<file path="config.mk">
export PLATFORM = sky130hd
export DESIGN_NAME = utf16_utf32_to_utf8_transcoder
export DESIGN_NICKNAME = d
export VERILOG_FILES = /design/src/rtl/utf8tc_pkg.sv /design/src/rtl/utf8tc_front.sv /design/src/rtl/utf8tc_queue.sv /design/src/rtl/utf8tc_back.sv /design/src/rtl/utf16_utf32_to_utf8_transcoder.sv
export SDC_FILE = /design/constraint.sdc
export NUM_CORES = 1
export LEC_CHECK = 0
export BUFFER_PORTS_ARGS = -buffer_cell sky130_fd_sc_hd__buf_4
export CAP_MARGIN = 25
export CORE_MARGIN = 2
export CORE_UTILIZATION = 59
export CTS_CLUSTER_SIZE = 40
export DETAILED_ROUTE_END_ITERATION = 8
export PLACE_DENSITY = 0.81
export SETUP_SLACK_MARGIN = 0.2
export SLEW_MARGIN = 20
export SYNTH_ARGS = -nofsm -noshare
export SYNTH_HDL_FRONTEND = slang
export SYNTH_SLANG_ARGS = --single-unit
</file>
<file path="constraint.sdc">
create_clock -name clk -period 8.62 [get_ports clk]
set_input_delay 0.862 -clock clk [delete_from_list [all_inputs] [get_ports clk]]
set_output_delay 0.862 -clock clk [all_outputs]
set_load 0.01 [all_outputs]
</file>
<file path="src/rtl/utf8tc_pkg.sv">
// Shared types and constants of the UTF-16/UTF-32 to UTF-8 transcoder.
`default_nettype none

package utf8tc_pkg;

  localparam int PADDR_W = 3;

  localparam logic [2:0] ST_BYTE        = 3'd0;
  localparam logic [2:0] ST_CLEAN       = 3'd1;
  localparam logic [2:0] ST_INCOMPLETE  = 3'd2;
  localparam logic [2:0] ST_ILLFORMED   = 3'd3;
  localparam logic [2:0] ST_UNENCODABLE = 3'd4;

  typedef struct packed {
    logic       cmd;
    logic [7:0] data_byte;
  } in_word_t;

  typedef struct packed {
    logic [7:0] out_byte;
    logic       last;
    logic [2:0] status;
  } out_word_t;

  typedef struct packed {
    logic        is_status;
    logic [2:0]  status;
    logic [30:0] code;
  } job_t;

endpackage

`default_nettype wire

</file>
<file path="src/rtl/utf8tc_front.sv">
// Front end: gathers code unit bytes, pairs surrogates and queues code points or status.
`default_nettype none

module utf8tc_front (
  input  wire                  clk,
  input  wire                  rst,
  input  wire                  src_valid,
  output logic                 src_stall,
  input  utf8tc_pkg::in_word_t src_word,
  input  wire  [1:0]           encoding_mode,
  input  wire                  cfg_clear,
  input  wire                  q_full,
  output logic                 push,
  output utf8tc_pkg::job_t     push_job
);

  localparam logic       CMD_END   = 1'b1;
  localparam logic [5:0] HIGH_TAG  = 6'b110110;
  localparam logic [5:0] LOW_TAG   = 6'b110111;
  localparam logic [2:0] ERR_NONE  = 3'd0;
  localparam int         UTF32_BIT = 1;
  localparam int         BIG_BIT   = 0;

  logic [31:0] unit_buffer, unit_buffer_next;
  logic [2:0]  byte_count, byte_count_next;
  logic [2:0]  error_code, error_code_next;

  logic        accept;
  logic [31:0] buf_shift;
  logic [2:0]  cnt_inc;
  logic [15:0] lo16, hi16;
  logic [31:0] w32;
  logic [30:0] pair;
  logic        big;

  function automatic logic [15:0] swap16(input logic [15:0] v);
    swap16 = {v[7:0], v[15:8]};
  endfunction

  function automatic logic [31:0] swap32(input logic [31:0] v);
    swap32 = {v[7:0], v[15:8], v[23:16], v[31:24]};
  endfunction

  assign src_stall = q_full;
  assign accept    = src_valid && !q_full;
  assign big       = encoding_mode[BIG_BIT];

  always_comb begin
    buf_shift = {unit_buffer[23:0], src_word.data_byte};
    cnt_inc   = byte_count + 3'd1;
    lo16      = big ? buf_shift[15:0]  : swap16(buf_shift[15:0]);
    hi16      = big ? buf_shift[31:16] : swap16(buf_shift[31:16]);
    w32       = big ? buf_shift : swap32(buf_shift);
    pair      = {11'd0, hi16[9:0], lo16[9:0]} + 31'h0001_0000;

    unit_buffer_next = unit_buffer;
    byte_count_next  = byte_count;
    error_code_next  = error_code;
    push             = 1'b0;
    push_job         = '0;

    if (cfg_clear) begin
      unit_buffer_next = '0;
      byte_count_next  = '0;
    end else if (accept) begin
      if (src_word.cmd == CMD_END) begin
        push               = 1'b1;
        push_job.is_status = 1'b1;
        if (error_code != ERR_NONE) begin
          push_job.status = error_code;
        end else if (byte_count != 3'd0) begin
          push_job.status = utf8tc_pkg::ST_INCOMPLETE;
        end else begin
          push_job.status = utf8tc_pkg::ST_CLEAN;
        end
        unit_buffer_next = '0;
        byte_count_next  = '0;
        error_code_next  = ERR_NONE;
      end else if (error_code == ERR_NONE) begin
        unit_buffer_next = buf_shift;
        byte_count_next  = cnt_inc;
        if (!encoding_mode[UTF32_BIT]) begin
          if (cnt_inc == 3'd2 && lo16[15:10] != HIGH_TAG) begin
            push             = 1'b1;
            unit_buffer_next = '0;
            byte_count_next  = '0;
            if (lo16[15:10] == LOW_TAG) begin
              push_job.is_status = 1'b1;
              push_job.status    = utf8tc_pkg::ST_ILLFORMED;
              error_code_next    = utf8tc_pkg::ST_ILLFORMED;
            end else begin
              push_job.status = utf8tc_pkg::ST_BYTE;
              push_job.code   = {15'd0, lo16};
            end
          end else if (cnt_inc == 3'd4) begin
            push             = 1'b1;
            unit_buffer_next = '0;
            byte_count_next  = '0;
            if (lo16[15:10] != LOW_TAG) begin
              push_job.is_status = 1'b1;
              push_job.status    = utf8tc_pkg::ST_ILLFORMED;
              error_code_next    = utf8tc_pkg::ST_ILLFORMED;
            end else begin
              push_job.status = utf8tc_pkg::ST_BYTE;
              push_job.code   = pair;
            end
          end
        end else if (cnt_inc == 3'd4) begin
          push             = 1'b1;
          unit_buffer_next = '0;
          byte_count_next  = '0;
          if (w32[31]) begin
            push_job.is_status = 1'b1;
            push_job.status    = utf8tc_pkg::ST_UNENCODABLE;
            error_code_next    = utf8tc_pkg::ST_UNENCODABLE;
          end else begin
            push_job.status = utf8tc_pkg::ST_BYTE;
            push_job.code   = w32[30:0];
          end
        end
      end
    end
  end

  always_ff @(posedge clk) begin
    if (rst) begin
      unit_buffer <= '0;
      byte_count  <= '0;
      error_code  <= ERR_NONE;
    end else begin
      unit_buffer <= unit_buffer_next;
      byte_count  <= byte_count_next;
      error_code  <= error_code_next;
    end
  end

endmodule

`default_nettype wire

</file>
<file path="src/rtl/utf8tc_queue.sv">
// Short queue of code point and status jobs between the front and back ends.
`default_nettype none

module utf8tc_queue #(
  parameter int DEPTH = 2
) (
  input  wire                    clk,
  input  wire                    rst,
  input  wire                    push,
  input  utf8tc_pkg::job_t       push_job,
  output logic                   full,
  output logic                   head_valid,
  output utf8tc_pkg::job_t       head_job,
  input  wire                    pop
);

  localparam int PTR_W = (DEPTH > 1) ? $clog2(DEPTH) : 1;
  localparam int CNT_W = $clog2(DEPTH + 1);
  localparam logic [PTR_W-1:0] LAST_PTR = PTR_W'(DEPTH - 1);
  localparam logic [CNT_W-1:0] FULL_CNT = CNT_W'(DEPTH);

  utf8tc_pkg::job_t entries [DEPTH];
  logic [PTR_W-1:0] wr_ptr, rd_ptr;
  logic [CNT_W-1:0] count;

  assign full       = (count == FULL_CNT);
  assign head_valid = (count != '0);
  assign head_job   = entries[rd_ptr];

  always_ff @(posedge clk) begin
    if (push) begin
      entries[wr_ptr] <= push_job;
    end
  end

  always_ff @(posedge clk) begin
    if (rst) begin
      wr_ptr <= '0;
      rd_ptr <= '0;
      count  <= '0;
    end else begin
      if (push) begin
        wr_ptr <= (wr_ptr == LAST_PTR) ? '0 : wr_ptr + PTR_W'(1);
      end
      if (pop) begin
        rd_ptr <= (rd_ptr == LAST_PTR) ? '0 : rd_ptr + PTR_W'(1);
      end
      if (push && !pop) begin
        count <= count + CNT_W'(1);
      end else if (pop && !push) begin
        count <= count - CNT_W'(1);
      end
    end
  end

endmodule

`default_nettype wire

</file>
<file path="src/rtl/utf8tc_back.sv">
// Back end: turns queued jobs into UTF-8 or status words, one per cycle unless stalled.
`default_nettype none

module utf8tc_back (
  input  wire                   clk,
  input  wire                   rst,
  input  wire                   head_valid,
  input  utf8tc_pkg::job_t      head_job,
  output logic                  pop,
  output logic                  dst_valid,
  input  wire                   dst_stall,
  output utf8tc_pkg::out_word_t dst_word
);

  logic [2:0]  idx, idx_next;
  logic [2:0]  nbytes;
  logic [2:0]  rem;
  logic [4:0]  shamt;
  logic [30:0] shifted;
  logic        last_byte;
  logic        out_load;
  logic        emit;
  utf8tc_pkg::out_word_t word_next;

  function automatic logic [7:0] lead_mark(input logic [2:0] n);
    case (n)
      3'd2:    lead_mark = 8'hC0;
      3'd3:    lead_mark = 8'hE0;
      3'd4:    lead_mark = 8'hF0;
      3'd5:    lead_mark = 8'hF8;
      default: lead_mark = 8'hFC;
    endcase
  endfunction

  always_comb begin
    if (head_job.code < 31'h80) begin
      nbytes = 3'd1;
    end else if (head_job.code < 31'h800) begin
      nbytes = 3'd2;
    end else if (head_job.code < 31'h1_0000) begin
      nbytes = 3'd3;
    end else if (head_job.code < 31'h20_0000) begin
      nbytes = 3'd4;
    end else if (head_job.code < 31'h400_0000) begin
      nbytes = 3'd5;
    end else begin
      nbytes = 3'd6;
    end
    rem       = nbytes - 3'd1 - idx;
    shamt     = 5'({rem, 2'b00}) + 5'({rem, 1'b0});
    shifted   = head_job.code >> shamt;
    last_byte = head_job.is_status || (idx == nbytes - 3'd1);

    word_next.last   = last_byte;
    word_next.status = head_job.status;
    if (head_job.is_status) begin
      word_next.out_byte = 8'h00;
    end else if (nbytes == 3'd1) begin
      word_next.out_byte = head_job.code[7:0];
    end else if (idx == 3'd0) begin
      word_next.out_byte = shifted[7:0] | lead_mark(nbytes);
    end else begin
      word_next.out_byte = {2'b10, shifted[5:0]};
    end
  end

  assign out_load = !dst_valid || !dst_stall;
  assign emit     = head_valid && out_load;
  assign pop      = emit && last_byte;

  always_comb begin
    idx_next = idx;
    if (pop) begin
      idx_next = 3'd0;
    end else if (emit) begin
      idx_next = idx + 3'd1;
    end
  end

  always_ff @(posedge clk) begin
    if (rst) begin
      idx       <= 3'd0;
      dst_valid <= 1'b0;
    end else begin
      idx <= idx_next;
      if (out_load) begin
        dst_valid <= head_valid;
      end
    end
  end

  always_ff @(posedge clk) begin
    if (emit) begin
      dst_word <= word_next;
    end
  end

endmodule

`default_nettype wire

</file>
<file path="src/rtl/utf16_utf32_to_utf8_transcoder.sv">
// Top level of the UTF-16/UTF-32 to UTF-8 transcoder with its register port.
// The block takes one input word per cycle while its job queue has room. A code
// point leaves as one to six UTF-8 words and a status item as one word; the
// back end emits one output word per cycle while the output is not stalled, and
// a four-byte UTF-16 pair or UTF-32 unit yields at most six words. A
// QUEUE_DEPTH-entry queue lets the front keep taking bytes while the back end
// and the output register wait on a stalled sink. The encoding_mode register
// sits at byte address 0 and should be written only while the block is idle; a
// write drops any partially gathered code unit.
`default_nettype none

module utf16_utf32_to_utf8_transcoder #(
  parameter int QUEUE_DEPTH = 2
) (
  input  wire                                   clk,
  input  wire                                   rst,
  input  wire                                   src_valid,
  output logic                                  src_stall,
  input  utf8tc_pkg::in_word_t                  src_word,
  output logic                                  dst_valid,
  input  wire                                   dst_stall,
  output utf8tc_pkg::out_word_t                 dst_word,
  input  wire                                   psel,
  input  wire                                   penable,
  input  wire                                   pwrite,
  input  wire  [utf8tc_pkg::PADDR_W-1:0]        paddr,
  input  wire  [31:0]                           pwdata,
  output logic [31:0]                           prdata,
  output logic                                  pready
);

  localparam logic [utf8tc_pkg::PADDR_W-3:0] REG_ENCODING_MODE = '0;

  logic [1:0]       encoding_mode;
  logic             reg_hit;
  logic             cfg_write;
  logic             q_full;
  logic             push;
  logic             pop;
  logic             head_valid;
  utf8tc_pkg::job_t push_job;
  utf8tc_pkg::job_t head_job;

  assign pready    = 1'b1;
  assign reg_hit   = (paddr[utf8tc_pkg::PADDR_W-1:2] == REG_ENCODING_MODE);
  assign cfg_write = psel && penable && pwrite && pready && reg_hit;
  assign prdata    = reg_hit ? {30'd0, encoding_mode} : 32'd0;

  always_ff @(posedge clk) begin
    if (rst) begin
      encoding_mode <= 2'd0;
    end else if (cfg_write) begin
      encoding_mode <= pwdata[1:0];
    end
  end

  utf8tc_front u_front (
    .clk           (clk),
    .rst           (rst),
    .src_valid     (src_valid),
    .src_stall     (src_stall),
    .src_word      (src_word),
    .encoding_mode (encoding_mode),
    .cfg_clear     (cfg_write),
    .q_full        (q_full),
    .push          (push),
    .push_job      (push_job)
  );

  utf8tc_queue #(
    .DEPTH (QUEUE_DEPTH)
  ) u_queue (
    .clk        (clk),
    .rst        (rst),
    .push       (push),
    .push_job   (push_job),
    .full       (q_full),
    .head_valid (head_valid),
    .head_job   (head_job),
    .pop        (pop)
  );

  utf8tc_back u_back (
    .clk        (clk),
    .rst        (rst),
    .head_valid (head_valid),
    .head_job   (head_job),
    .pop        (pop),
    .dst_valid  (dst_valid),
    .dst_stall  (dst_stall),
    .dst_word   (dst_word)
  );

endmodule

`default_nettype wire

</file>
==> results of run 1 <==
[final cells by class]
class,instances,area (um2)
Tap cell,172,215
Clock buffer,19,433
Sequential cell,122,3270
Fill cell,913,4120
Inverter,21,78.8
Multi-Input combinational cell,512,3830
Timing Repair Buffer,46,349
Clock inverter,13,176
[metrics by stage]
stage,instance area [um2],util,worst slack [ns],std cells,power (mW)
after CTS,8340,0.669,2.18,904,2.30
after detailed placement,7730,0.620,2.35,872,1.56
after floorplan,7570,-,2.54,729,1.38
after global routing,8350,0.670,1.79,905,2.41
final,8350,0.670,2.12,905,2.31
after global placement,7730,0.620,2.42,872,1.54
[worst reg2reg max path, stage by stage, from the launching register on]
cell and delay (ns):
dfxtp_2 0.73, or4b_1 0.51, a222oi_1 0.98, nand2_1 0.10, o22a_1 0.22, o21ai_0 0.34
ha_1 0.24, xor2_1 0.30, nand4_1 0.16, and2_1 0.30, xnor2_1 0.18, fa_1 0.80
buf_4 0.34, mux4_2 0.34, mux2_2 0.29, nor2_1 0.09, nor2_1 0.04, mux2i_1 0.19
a221oi_2 0.10
[power by group through the flow]
stage                     sequential, mW  clock [mW]  combinational [mW]
final                              0.779       0.731               0.797
after global routing               0.788       0.764               0.860
after CTS                          0.779       0.736               0.790
after detailed placement           0.788           0               0.776
after global placement             0.782           0               0.755
after floorplan                    0.774           0               0.607
[worst paths after layout]
kind	startpoint	endpoint	slack [ns]	depth (start not counted)
max	register	u_back.dst_word[8]	2.12	18
min	u_back.dst_valid	u_back.dst_valid	0.48	2
max reg2reg	register	u_back.dst_word[8]	2.12	18
min reg2reg	u_back.dst_valid	u_back.dst_valid	0.48	2
[synthesized netlist by cell type (all sizes together) (5+ instances only)]
cell type	instances
inv	21
a21boi	5
a22oi	36
buf	43
nand3b	5
mux2	12
a21oi	43
mux4	28
nand2b	7
ha	17
nand2	43
clkbuf	31
nor4	5
o21ai	20
nand3	8
xnor2	7
a211oi	6
nor2b	9
nor3	13
a31oi	9
and2	6
mux2i	51
dfxtp	40
nor2	81
edfxtp	82
a221oi	6
[per-layer routing]
layer | up-vias | track usage
met3 | 46 | 0.0514
li1 | 2616 | -
met5 | - | 0
met1 | 2791 | 0.361
met2 | 271 | 0.469
met4 | 0 | 0.122
[flip-flops by register name (all words and copies together) (netlist names), named ones only]
signal / flops
u_queue.entries: 70
u_front.unit_buffer: 24
u_back.dst_word: 12
u_back.idx: 3
u_front.byte_count: 3
encoding_mode: 2
u_front.error_code: 2
u_queue.count: 2
u_back.dst_valid: 1
u_queue.rd_ptr: 1
u_queue.wr_ptr: 1
[logic make-up after synthesis]
logic type	count (synthesis)	synth area share
AOI/OAI and AO/OA	156	0.143
xor gates and xnor gates	10	0.0142
muxes	91	0.171
and+or+nand+nor	205	0.134
adders and majority gates	19	0.0339
buffers and inverters	95	0.0655
other	2	0.00101
DFF	122	0.437
==> metrics.txt, run 1 <==
crit path kind reg2reg; # rows 41; Max Fanout on Critical Path 24; met1 wire length 7230 um; count of port buffers added during placement 34; Power Dens Cells 276 mW/mm2; static leakage power around 2.9 nW; worst max-slew margin expressed relative to the limit 0.251; Post-synth ARST share 0; wire length of the first global-routing pass 28,600 um; power share of the clock group 0.317; sequential fraction of design power 0.338; total length of routed met3 wires roughly 1300 um; Area growth syn-to-layout 11.8%; wire length on met2 9000 um; count of cells resized by post-cts repair 0; detailed placer's ending HPWL 12,600 um; count of buffers added by post-CTS timing repair for setup 0; delay-heaviest family, CP compound AO/OA/AOI/OAI gates; leading cell types by total area after synthesis edfxtp_1 33%, dfxtp_1 11%, mux4_2 8.4%, mux2i_1 6.8%, nor2_1 4.1%; CTS tree done; unrepaired setup endpoints after global routing false; Achievable Freq 154 MHz; vertical extent of the die ~120 um; Internal Dissipation 1.56 mW; Clock Tree Buf Depth 2; synthesized instance count 700; number of nets still failing antenna checks after routing 0; initial antenna violation count 0; max-cap violations 0; Core Area between 0.01 and 0.015 mm2; cell area after synthesis 0.00747 mm2; routed length per placed instance ~20 um; cell with the most instances on the worst path nor2_1; initial core utilization 0.599; via count approximately 5,700; max-slew violation total from the final report 0; Worst path max stage delay 0.98 ns; Hold Fails Final Rpt 0; area share of the largest cell type after synthesis 0.330; Die Wd about 120 um; # clock sinks roughly 120; Worst-Skew Late Latency 0.42 ns; count of different cell masters after synthesis 66; via count of the first global-routing pass 5,370; proportion of power drawn by combinational gates 0.346; Final Skew 0.00961 ns; grt ovf 0; peak ir drop on the vdd network roughly 0.18 mV; sequential-to-total area share from yosys stat 0.437; Hold Slack 0.480 ns; I/O pin count 98; cell with the largest stage delay on the worst path a222oi_1; CTS H-Tree Depth 4; Pre-Repair DR Iteration Count 5; crit path cell chain or4b_1 -> a222oi_1 -> nand2_1 -> o22a_1 -> o21ai_0 -> ha_1 -> xor2_1 -> nand4_1 -> and2_1 -> xnor2_1 -> fa_1 -> buf_4 -> mux4_2 -> mux2_2 -> nor2_1 -> nor2_1 -> mux2i_1 -> a221oi_2; DRC violations left 0; RePlAce Congestion 0.887; number of synthesized flops with an enable pin 82; top library cells by usage in the layout, fill and taps aside 82 x edfxtp_1, 81 x nor2_1, 51 x mux2i_1; crit end category register; highest signal layer in the routed design met4; final net count 790; switching power as a share of total power 0.325; register bit count reported by yosys approximately 120; overall routed net length between 15,000 and 20,000 um; worst min path class reg2reg; Antenna Diode Count 0; required arrival time at the worst endpoint 8.77 ns; sum of negative setup slack 0 ns; number of buffers added by the clock tree synthesis step 17; Iteration-0 DRC Markers 669; most frequent standard cell in the layout excluding fill and tap cells edfxtp_1; final critical path time including I/O delays and setup 6.50 ns; predominant post-synthesis flop cell edfxtp_1; fraction of layout instances using a drive strength above 1 0.181; pin count of the biggest net entering global routing 64; portion of the clock cycle consumed by the worst path in the final layout 0.754; average cell area after synthesis 10.7 um2; Total Die Area 0.0136 mm2; overall routing resource usage 0.281; total of endpoints with negative setup slack in the final report 0; power dissipated by switching net loads 751 uW; Critical path buffers and inverters 1; Arrival @ worst endpoint 6.65 ns; hold buffer count at cts 0; Clock transition at path regs 0.06 ns; YS warnings 0; transition time at the pin with the least slew margin 1.12 ns; number of vias per cell roughly 6.3; cell taking the most area after synthesis edfxtp_1; outcome finished, final reports clean; root buf cell clkbuf_16; startpoint kind of the worst setup timing path register
No activity file was read; power rests on OpenSTA's default activity.
==> run 2: changes to the inputs <==
==> constraint.sdc (replaced) <==
create_clock -name clk -period 6 [get_ports clk]
set_input_delay 0.6 -clock clk [delete_from_list [all_inputs] [get_ports clk]]
set_output_delay 0.6 -clock clk [all_outputs]
set_load 0.01 [all_outputs]
==> metrics.txt, run 2 (synthesis gave the netlist of run 1 again) <==
delay-heaviest family, CP simple AND/OR/NAND/NOR gates (was compound AO/OA/AOI/OAI gates); hold buffer count at cts 0 (unchanged); detailed placer's ending HPWL 12,800 um (was 12,600 um); initial core utilization 0.599 (unchanged); initial antenna violation count 0 (unchanged); number of vias per cell 6.18 (was 6.32); Die Wd 116 um (unchanged); Top reg by flops u_queue.entries (unchanged); final net count 796 (was 790); routed length per placed instance 19.8 um (was 20.0 um); count of port buffers added during placement 34 (unchanged); required arrival time at the worst endpoint 6.15 ns (was 8.77 ns); outcome finished, final reports clean (unchanged); Min-Delay Path Depth 3 (was 2); wire length of the first global-routing pass 28,400 um (was 28,600 um); register-to-register setup slack 0.57 ns (was 2.12 ns); overall routed net length 18,000 um (was 18,100 um); power share of the clock group 0.303 (was 0.317); cell with the largest stage delay on the worst path fa_2 (was a222oi_1); pin count of the biggest net entering global routing 40 (was 64); final critical path time including I/O delays and setup 5.43 ns (was 6.50 ns); max FFs per register 70 (unchanged); sequential fraction of design power 0.337 (was 0.338); Non-Filler Cell Area, Final 0.00837 mm2 (was 0.00835 mm2); crit end category register (unchanged); portion of the clock cycle consumed by the worst path in the final layout 0.904 (was 0.754); Worst-Skew Late Latency 0.42 ns (about the same); max-cap violations 0 (unchanged); CTS H-Tree Depth 4 (unchanged); final core utilization 0.671 (was 0.670); RePlAce Congestion 0.917 (was 0.887); beginning of the worst register-to-register path u_queue.entries[0][18]; vertical extent of the die 116 um (unchanged); total of endpoints with negative setup slack in the final report 0 (unchanged); worst min path class in2reg (was reg2reg); Hold Fails Final Rpt 0 (unchanged); Total Die Area 0.0136 mm2 (unchanged); Antenna Diode Count 0 (unchanged); crit path kind reg2reg (unchanged); CTS tree done (unchanged); transition time at the pin with the least slew margin 0.947 ns (was 1.12 ns); Final Skew 0.00995 ns (was 0.00961 ns); fraction of layout instances using a drive strength above 1 0.195 (was 0.181); Area growth syn-to-layout 12.0% (was 11.8%); top library cells by usage in the layout, fill and taps aside 82 x edfxtp_1, 81 x nor2_1, 51 x mux2i_1 (unchanged); I/O pin count 98 (unchanged); r2r endpoint u_back.dst_word[8] (unchanged); proportion of power drawn by combinational gates 0.360 (was 0.346); DRC violations left 0 (unchanged); unrepaired setup endpoints after global routing false (unchanged); post-place instance area 0.00776 mm2 (was 0.00773 mm2); Achievable Freq 184 MHz (was 154 MHz); root buf cell clkbuf_16 (unchanged); # rows 41 (unchanged); static leakage power 2.91 nW (was 2.90 nW); Power Dens Cells 392 mW/mm2 (was 276 mW/mm2); crit path cell chain or4_1 -> a222oi_1 -> buf_4 -> nand2_1 -> o22a_1 -> o21ai_0 -> ha_1 -> xor2_1 -> nand4_1 -> and2_1 -> xnor2_1 -> fa_2 -> mux4_2 -> mux2_2 -> nor2_1 -> a31oi_1 -> mux2i_1 -> a221oi_2 (was or4b_1 -> a222oi_1 -> nand2_1 -> o22a_1 -> o21ai_0 -> ha_1 -> xor2_1 -> nand4_1 -> and2_1 -> xnor2_1 -> fa_1 -> buf_4 -> mux4_2 -> mux2_2 -> nor2_1 -> nor2_1 -> mux2i_1 -> a221oi_2); Core Area 0.0125 mm2 (unchanged); startpoint kind of the worst setup timing path register (unchanged); Pre-Repair DR Iteration Count 6 (was 5); via count 5,632 (was 5,724); worst max-slew margin expressed relative to the limit 0.369 (was 0.251); overall routing resource usage 0.279 (was 0.281); most frequent standard cell in the layout excluding fill and tap cells edfxtp_1 (unchanged); via count of the first global-routing pass 5,425 (was 5,370); final-layout fill cell count 927 (was 913); max-slew violation total from the final report 0 (unchanged); Critical path buffers and inverters 1 (unchanged); peak ir drop on the vdd network 0.210 mV (was 0.183 mV); worst hold start pwdata[0] (was u_back.dst_valid); switching power as a share of total power 0.336 (was 0.325); power dissipated by switching net loads 1.10 mW (was 751 uW); number of buffers added by the clock tree synthesis step 17 (unchanged); sum of negative setup slack 0 ns (unchanged); Clock transition at path regs 0.06 ns (about the same); Hold Slack 0.426 ns (was 0.480 ns); grt ovf 0 (unchanged); Max Fanout on Critical Path 10 (was 24); number of nets still failing antenna checks after routing 0 (unchanged); Arrival @ worst endpoint 5.57 ns (was 6.65 ns); # clock sinks 122 (unchanged); top flop regs u_queue.entries (70), u_front.unit_buffer (24), u_back.dst_word (12) (unchanged); total number of cells along the worst setup path 18 (unchanged); Clock Tree Buf Depth 2 (unchanged); Iteration-0 DRC Markers 506 (was 669); Internal Dissipation 2.18 mW (was 1.56 mW); capture endpoint of the worst hold path encoding_mode[0] (was u_back.dst_valid); R2R cell count 18 (unchanged); Worst path max stage delay 0.74 ns (was 0.98 ns)
run 2: area by class of cell:
type	instances	area (um2)	share of cell area
clock buffers	17	425	0.0509
clock inverters	15	151	0.0181
inverters	21	78.8	0.00942
multi-input cells	512	3830	0.458
flip-flops and latches	122	3270	0.390
well taps	172	215	0.0257
repair buffers	52	395	0.0473
run 2: per-stage QoR:
step           std cells  worst slack [ns]  total power [mW]
2_1_floorplan        729             0.345              1.99
3_3_place_gp         876             0.555              2.24
3_5_place_dp         876             0.370              2.27
4_1_cts              908             0.317              3.28
5_1_grt              911             0.294              3.44
6_report             911             0.574              3.28
run 2: worst max path at each step:
stage	start	endpoint	slack, ns
3_5_place_dp	u_queue.entries[0][18]	u_back.dst_word[8]	0.37
2_1_floorplan	register	u_back.dst_word[6]	0.35
3_3_place_gp	u_queue.entries[1][17]	u_back.dst_word[8]	0.55
4_1_cts	u_queue.entries[0][18]	u_back.dst_word[8]	0.32
5_1_grt	register	u_back.dst_word[8]	0.29
6_report	u_queue.entries[0][18]	u_back.dst_word[8]	0.57
run 2: timing repair:
action	4_1_cts	5_1_grt
endpoints found under the setup margin	0	5
endpoints found under the hold margin	0	0
setup buffers	0	1
resized for setup	0	1
run 2: worst min-delay path: cells and delay by family:
family / cells / cell delay (ns)
AND/OR/NAND/NOR: 1 / 0.05
buffers and inverters: 1 / 0.11
AO/OA/AOI/OAI: 1 / 0.05
run 2: metal layers:
layer  track usage  up-vias  wire length (um)
met1         0.366     2725              7490
met5             0        -                 0
li1              -     2625                 -
met2         0.459      240              8980
met4         0.109        0               484
met3        0.0581       42              1080
run 2: power by group through the flow:
stage / logic (mW) / clock network [mW] / registers, mW
finish: 1.18 / 0.994 / 1.11
detailed placement: 1.15 / 0 / 1.12
CTS: 1.17 / 1.01 / 1.10
global route: 1.28 / 1.04 / 1.12
global placement: 1.13 / 0 / 1.11
floorplan: 0.874 / 0 / 1.11
